**src/rtl/bc1_pkg.sv**
```systemverilog
package bc1_pkg;

  // Register indexes on the configuration port
  localparam logic [1:0] RegRowPitch = 2'd0;
  localparam logic [1:0] RegOriginX  = 2'd1;
  localparam logic [1:0] RegOriginY  = 2'd2;

  // x/3 as (x*171)>>9, exact for x below 512
  localparam int unsigned DivThreeMul   = 171;
  localparam int unsigned DivThreeShift = 9;

  localparam logic [7:0] AlphaOpaque = 8'hFF;

  typedef struct packed {
    logic [63:0] block_word;
    logic [13:0] block_col;
    logic [13:0] block_row;
  } in_t;

  typedef struct packed {
    logic [31:0] pixel_rgba;
    logic [35:0] byte_address;
    logic        last_texel;
  } out_t;

  typedef logic [3:0][31:0] palette_t;

  // Channel widening tables, c*255/31 and c*255/63
  function automatic logic [31:0][7:0] build_expand5();
    logic [31:0][7:0] t;
    for (int i = 0; i < 32; i++) begin
      t[i] = 8'((i * 255) / 31);
    end
    return t;
  endfunction

  function automatic logic [63:0][7:0] build_expand6();
    logic [63:0][7:0] t;
    for (int i = 0; i < 64; i++) begin
      t[i] = 8'((i * 255) / 63);
    end
    return t;
  endfunction

  localparam logic [31:0][7:0] Expand5 = build_expand5();
  localparam logic [63:0][7:0] Expand6 = build_expand6();

  // (2a+b+1)/3 on channel values of up to six bits
  function automatic logic [5:0] mix_third(logic [5:0] a, logic [5:0] b);
    logic [7:0]  s;
    logic [16:0] p;
    s = {1'b0, a, 1'b0} + {2'b00, b} + 8'd1;
    p = 17'(s) * 17'(DivThreeMul);
    return p[DivThreeShift +: 6];
  endfunction

  // (a+b+1)/2 on channel values of up to six bits
  function automatic logic [5:0] mix_half(logic [5:0] a, logic [5:0] b);
    logic [6:0] s;
    s = {1'b0, a} + {1'b0, b} + 7'd1;
    return s[6:1];
  endfunction

  // RGB565 fields to opaque RGBA8888, red in byte 0
  function automatic logic [31:0] widen(logic [4:0] r, logic [5:0] g, logic [4:0] b);
    return {AlphaOpaque, Expand5[b], Expand6[g], Expand5[r]};
  endfunction

endpackage

```
**src/rtl/bc1_palette.sv**
```systemverilog
module bc1_palette (
  input  logic [31:0]        colours_i,
  output bc1_pkg::palette_t  palette_o
);

  logic [15:0] c0, c1;
  logic        four_colour;
  logic [4:0]  r0, r1, b0, b1;
  logic [5:0]  g0, g1;
  logic [4:0]  r2, b2, r3, b3;
  logic [5:0]  g2, g3;

  assign c0 = colours_i[15:0];
  assign c1 = colours_i[31:16];
  assign four_colour = c0 > c1;

  assign r0 = c0[15:11];
  assign g0 = c0[10:5];
  assign b0 = c0[4:0];
  assign r1 = c1[15:11];
  assign g1 = c1[10:5];
  assign b1 = c1[4:0];

  // Middle entries: thirds in four-colour mode; otherwise entry 2 is the midpoint
  always_comb begin
    if (four_colour) begin
      r2 = 5'(bc1_pkg::mix_third({1'b0, r0}, {1'b0, r1}));
      g2 = bc1_pkg::mix_third(g0, g1);
      b2 = 5'(bc1_pkg::mix_third({1'b0, b0}, {1'b0, b1}));
    end else begin
      r2 = 5'(bc1_pkg::mix_half({1'b0, r0}, {1'b0, r1}));
      g2 = bc1_pkg::mix_half(g0, g1);
      b2 = 5'(bc1_pkg::mix_half({1'b0, b0}, {1'b0, b1}));
    end
    r3 = 5'(bc1_pkg::mix_third({1'b0, r1}, {1'b0, r0}));
    g3 = bc1_pkg::mix_third(g1, g0);
    b3 = 5'(bc1_pkg::mix_third({1'b0, b1}, {1'b0, b0}));
  end

  assign palette_o[0] = bc1_pkg::widen(r0, g0, b0);
  assign palette_o[1] = bc1_pkg::widen(r1, g1, b1);
  assign palette_o[2] = bc1_pkg::widen(r2, g2, b2);
  // entry 3 is transparent black in three-colour mode
  assign palette_o[3] = four_colour ? bc1_pkg::widen(r3, g3, b3) : 32'h0;

endmodule

```
**src/rtl/bc1_block_decode_top.sv**
```systemverilog
// Path: the first texel of a block goes through the block register, then the output register.
// Throughput: one texel per cycle on the result channel while the output is not stalled; the
// next block is taken in the cycle its predecessor's last texel moves to the output register.
// Reset: asynchronous, active low; clears the configuration registers and all valid
// flags and the texel counter. Payload registers are not reset.
module bc1_block_decode_top (
  input  logic               clk_i,
  input  logic               rst_ni,
  input  logic               cfg_we_i,
  input  logic [1:0]         cfg_idx_i,
  input  logic [15:0]        cfg_data_i,
  input  logic               in_valid_i,
  output logic               in_stall_o,
  input  bc1_pkg::in_t       in_data_i,
  output logic               out_valid_o,
  input  logic               out_stall_i,
  output bc1_pkg::out_t      out_data_o
);

  logic [15:0] width_q, origin_x_q, origin_y_q;

  bc1_pkg::palette_t palette_d, palette_q;
  logic [31:0]       idx_q;
  logic [16:0]       x0_q, y0_q;
  logic              blk_valid_q;
  logic [3:0]        cnt_q;

  logic              out_valid_q;
  bc1_pkg::out_t     out_q, out_d;

  logic              out_ready, emit, blk_done, in_accept;
  logic [16:0]       x_cur, y_cur;
  logic [32:0]       row_prod;
  logic [33:0]       pix_index;
  logic [1:0]        sel;

  // Configuration registers
  always_ff @(posedge clk_i or negedge rst_ni) begin
    if (!rst_ni) begin
      width_q    <= '0;
      origin_x_q <= '0;
      origin_y_q <= '0;
    end else if (cfg_we_i) begin
      unique case (cfg_idx_i)
        bc1_pkg::RegRowPitch: width_q    <= cfg_data_i;
        bc1_pkg::RegOriginX:  origin_x_q <= cfg_data_i;
        bc1_pkg::RegOriginY:  origin_y_q <= cfg_data_i;
        default: ;
      endcase
    end
  end

  // Handshake control
  assign out_ready  = !out_valid_q || !out_stall_i;
  assign emit       = blk_valid_q && out_ready;
  assign blk_done   = emit && (cnt_q == 4'hF);
  assign in_stall_o = blk_valid_q && !blk_done;
  assign in_accept  = in_valid_i && !in_stall_o;

  // Palette built as the block is taken in
  bc1_palette u_palette (
    .colours_i (in_data_i.block_word[31:0]),
    .palette_o (palette_d)
  );

  always_ff @(posedge clk_i or negedge rst_ni) begin
    if (!rst_ni) begin
      blk_valid_q <= 1'b0;
      cnt_q       <= '0;
      out_valid_q <= 1'b0;
    end else begin
      if (in_accept) begin
        blk_valid_q <= 1'b1;
      end else if (blk_done) begin
        blk_valid_q <= 1'b0;
      end
      // wraps to zero after the sixteenth texel
      if (emit) begin
        cnt_q <= cnt_q + 4'd1;
      end
      if (out_ready) begin
        out_valid_q <= blk_valid_q;
      end
    end
  end

  // Block register: palette, indices and top-left pixel on the canvas
  always_ff @(posedge clk_i) begin
    if (in_accept) begin
      palette_q <= palette_d;
      idx_q     <= in_data_i.block_word[63:32];
      x0_q      <= 17'(origin_x_q) + 17'({in_data_i.block_col, 2'b00});
      y0_q      <= 17'(origin_y_q) + 17'({in_data_i.block_row, 2'b00});
    end
  end

  // Texel selection and canvas address
  always_comb begin
    x_cur     = x0_q + 17'(cnt_q[1:0]);
    y_cur     = y0_q + 17'(cnt_q[3:2]);
    row_prod  = 33'(y_cur) * 33'(width_q);
    pix_index = 34'(row_prod) + 34'(x_cur);
    sel       = idx_q[{cnt_q, 1'b0} +: 2];

    out_d.pixel_rgba   = palette_q[sel];
    out_d.byte_address = {pix_index, 2'b00};
    out_d.last_texel   = (cnt_q == 4'hF);
  end

  // Output register
  always_ff @(posedge clk_i) begin
    if (emit) begin
      out_q <= out_d;
    end
  end

  assign out_valid_o = out_valid_q;
  assign out_data_o  = out_q;

endmodule

```
**config.mk**
```make
export PLATFORM = sky130hd
export DESIGN_NAME = bc1_block_decode_top
export DESIGN_NICKNAME = d
export VERILOG_FILES = /design/src/rtl/bc1_pkg.sv /design/src/rtl/bc1_palette.sv /design/src/rtl/bc1_block_decode_top.sv
export SDC_FILE = /design/constraint.sdc
export NUM_CORES = 2
export LEC_CHECK = 0
export ABC_CLOCK_PERIOD_IN_PS = 12800
export BUFFER_PORTS_ARGS = -buffer_cell sky130_fd_sc_hd__buf_2
export CORE_UTILIZATION = 40
export CTS_CLUSTER_DIAMETER = 50
export CTS_CLUSTER_SIZE = 24
export DETAILED_ROUTE_END_ITERATION = 8
export SLEW_MARGIN = 15
export SYNTH_ARGS = -nofsm -noshare
export SYNTH_HDL_FRONTEND = slang
export SYNTH_HIERARCHICAL = 1
export SYNTH_SLANG_ARGS = --single-unit
```
**constraint.sdc**
```tcl
create_clock -name clk_i -period 12.8 [get_ports clk_i]
set_input_delay 1.92 -clock clk_i [delete_from_list [all_inputs] [get_ports clk_i]]
set_output_delay 1.92 -clock clk_i [all_outputs]
set_load 0.01 [all_outputs]
```
==> results.sh <==
export IMPL_pin_count=186
export IMPL_max_freq_ghz=0.123
export IMPL_crit_type="flop to flop"
export IMPL_insertion_delay_ns=0.60
export IMPL_grt_overflow_total=0
export IMPL_drive_above_1_share_pct=13.2
export IMPL_timing_final_crit_share_pct=63.4
export IMPL_cp_data_required_time_ns=13.11
export IMPL_grt_pass1_wl_mm=118
export IMPL_synth_seq_cells=315
export IMPL_initial_core_util_pct=40.4
export IMPL_synthArstFlopShare_pct=17.1
export IMPL_cts_tree="yes"
export IMPL_clkSlewWorstSetupHoldPaths_ns=0.07
export IMPL_place_congestion=0.838
export IMPL_numCtsBuffers=45
export IMPL_wl_per_cell_um=17.5
export IMPL_crit_path_max_fanout=16
export IMPL_netlist_area_um2=32000
export IMPL_via_per_inst=5.02
export IMPL_synth_compound_area_share_pct=7.21
export IMPL_ctsHoldBuffers=0
export IMPL_hp_class="flop to flop"
export IMPL_fin_skew_ns=0.0478
export IMPL_drt_iter0_drc=1156
export IMPL_grt_pass1_vias=21600
export IMPL_fin_crit_ns=8.11
export IMPL_synthMuxAreaShare_pct=5.13
export IMPL_fin_tns_setup_ns=0
export IMPL_netlist_cell_type_count=87
export IMPL_startpoint_type="flop"
export IMPL_postSynthAreaPerCell_um2=10.8
export IMPL_cp_end_kind="flop"
export IMPL_areaGrowthSynthToFinish_pct=10.7
export IMPL_seq_area_frac_synth_pct=28.7
export IMPL_setup_viol=0
export IMPL_postCtsResizedCells=0
export IMPL_synth_top_family_by_area="adder cells"
export IMPL_grt_max_degree=69
export IMPL_routed_wl_mm=73.5
export IMPL_slew_headroom_pct=31.3
export IMPL_status="completed"
export IMPL_dieArea_um2=81100
export IMPL_synth_simple_area_share_pct=9.98
export IMPL_tightestPinTransition_ns=1.03
export IMPL_grt_usage_pct=18.4
export IMPL_cts_path_max_buffers=3
export IMPL_dr_pass1_iters=6
export IMPL_arrival_ns=8.42
export IMPL_route_vias_total=21100
export IMPL_ys_warnings_count=6
export IMPL_synth_flop_cell="edfxtp_1"
export IMPL_core_um2=79100
export IMPL_antenna_found_initial=4
export IMPL_synthTopCellsByArea="edfxtp_1 (24%), fa_1 (19%), ha_1 (17%)"
export IMPL_ant_nets=0
export IMPL_dp_hpwl_mm=57.0
export IMPL_synth_area_leader_cell="edfxtp_1"
export IMPL_synthCells=2970
export IMPL_nNetsFinal=3967
export IMPL_synth_top_area_share_pct=24.5
export IMPL_h_tree_depth=2
export IMPL_fp_dieW_um=285
export IMPL_numPortBuffers=183
export IMPL_cts_root_buf="clkbuf_16"
export IMPL_n_antenna_cell=0
export IMPL_synth_xor_area_share_pct=4.72
export IMPL_drv_slew=0
export IMPL_placementRows=103
export IMPL_cts_sinks=315
export IMPL_die_h_um=285
export IMPL_drv_cap=0
export IMPL_route_detailed_drc=0
export IMPL_synth_fa_ha_area_share_pct=35.5
export IMPL_rsz0062_at_grt="false"
export IMPL_synth_edf_count=261
export IMPL_cts_setup_buffers=0
export IMPL_hold_violations=0
## worst max-delay path, stage by stage, from the launching register on
cell,delay [ns]
dfrtp_1,0.55
ha_1,0.26
fa_1,0.28
and3_1,0.24
nand4_1,0.15
xnor2_2,0.78
nand2_1,0.19
fa_1,0.60
fa_1,0.45
fa_1,0.51
inv_1,0.05
fa_1,0.46
fa_1,0.55
inv_1,0.06
fa_1,0.61
inv_1,0.07
ha_1,0.36
a21oi_1,0.17
o21ai_0,0.14
a2111oi_2,0.47
nor2_1,0.08
a41o_1,0.24
a21boi_1,0.28
o41ai_2,0.10
xor2_1,0.15
## routing by layer
layer	share of wire [%]	vias to the layer above	GRT usage (%)
li1	-	10200	-
met1	44	10500	24.3
met5	0	-	0
met2	49	437	31.5
met3	4.8	89	2.95
met4	1.9	0	4.42
## flip-flops by register name, summed over array words and instances (netlist names)
name	count
out_valid_o	1
cnt_q	4
origin_x_q	16
idx_q	32
x0_q	17
width_q	16
blk_valid_q	1
origin_y_q	16
out_data_o	67
y0_q	17
palette_q	128
## metrics by stage
stage	instance area [um2]	worst slack [ns]	std cells	hold slack, ns	utilization (%)
CTS	35400	4.70	4207	0.450	44.8
floorplan	32100	2.26	2997	0.419	-
global route	35400	4.30	4207	0.472	44.8
global placement	33800	4.92	4124	0.428	42.7
finish	35400	4.69	4207	0.443	44.8
detailed placement	33800	4.76	4124	0.434	42.7
## Yosys cell counts, types with 7 or more instances
library cell,instances
inv_1,534
ha_1,435
fa_1,296
edfxtp_1,261
nand2_1,212
and2_1,140
nor2_1,113
xnor2_1,113
a21oi_1,107
buf_4,66
xor2_1,57
clkbuf_1,55
dfrtp_1,54
mux2_2,52
nor3_1,44
o21ai_0,43
mux4_2,41
a21o_1,36
nand3_1,33
o21bai_1,23
nand4_1,18
and3_1,17
a211oi_1,14
a31oi_1,14
nor2b_1,14
nand2b_1,11
o21a_1,11
or3_1,9
mux2i_1,8
o211ai_1,7
o31ai_1,7
## cell families after synthesis
kind of cell    after synthesis
compound gates              338
xor+xnor                    171
fa+ha+maj                   731
buf+inv                     664
flops                       315
mux                         104
other cells                   3
simple gates                644
## cells in the final DEF, fill, tap and decap left out, drive strengths merged, types with 44 or more instances in the layout
| master | synthesis | layout |
|---|---|---|
| inv | 535 | 553 |
| ha | 435 | 435 |
| fa | 296 | 296 |
| edfxtp | 261 | 261 |
| nand2 | 214 | 214 |
| buf | 73 | 205 |
| and2 | 140 | 140 |
| nor2 | 114 | 114 |
| xnor2 | 113 | 113 |
| a21oi | 109 | 109 |
| xor2 | 57 | 57 |
| dfrtp | 54 | 54 |
| mux2 | 53 | 53 |
| o21ai | 46 | 46 |
| clkbuf | 55 | 45 |
| nor3 | 44 | 44 |
## final timing paths
kind,from,endpoint,slack [ns],cells past startpoint
worst max-delay path,cnt_q[2],out_data_o[35],4.69,24
worst max register to register,cnt_q[2],out_data_o[35],4.69,24
max in group asynchronous,rst_ni,width_q[3],10.80,2
worst min-delay path,origin_x_q[1],x0_q[1],0.44,0
min in group asynchronous,rst_ni,blk_valid_q,1.48,2
worst min register to register,origin_x_q[1],x0_q[1],0.44,0
## final cells by class
class	count	area [um2]
clock buffer	45	1130
sequential	315	9190
inverter	536	2020
fill	7561	43700
timing repair buffer	205	1080
multi-input combinational	2018	20200
tap	1050	1310
clock inverter	38	510
Power is left out: the tool's default activity adds up to more than one toggle a clock period on the data nets, which glitch-free logic cannot reach.
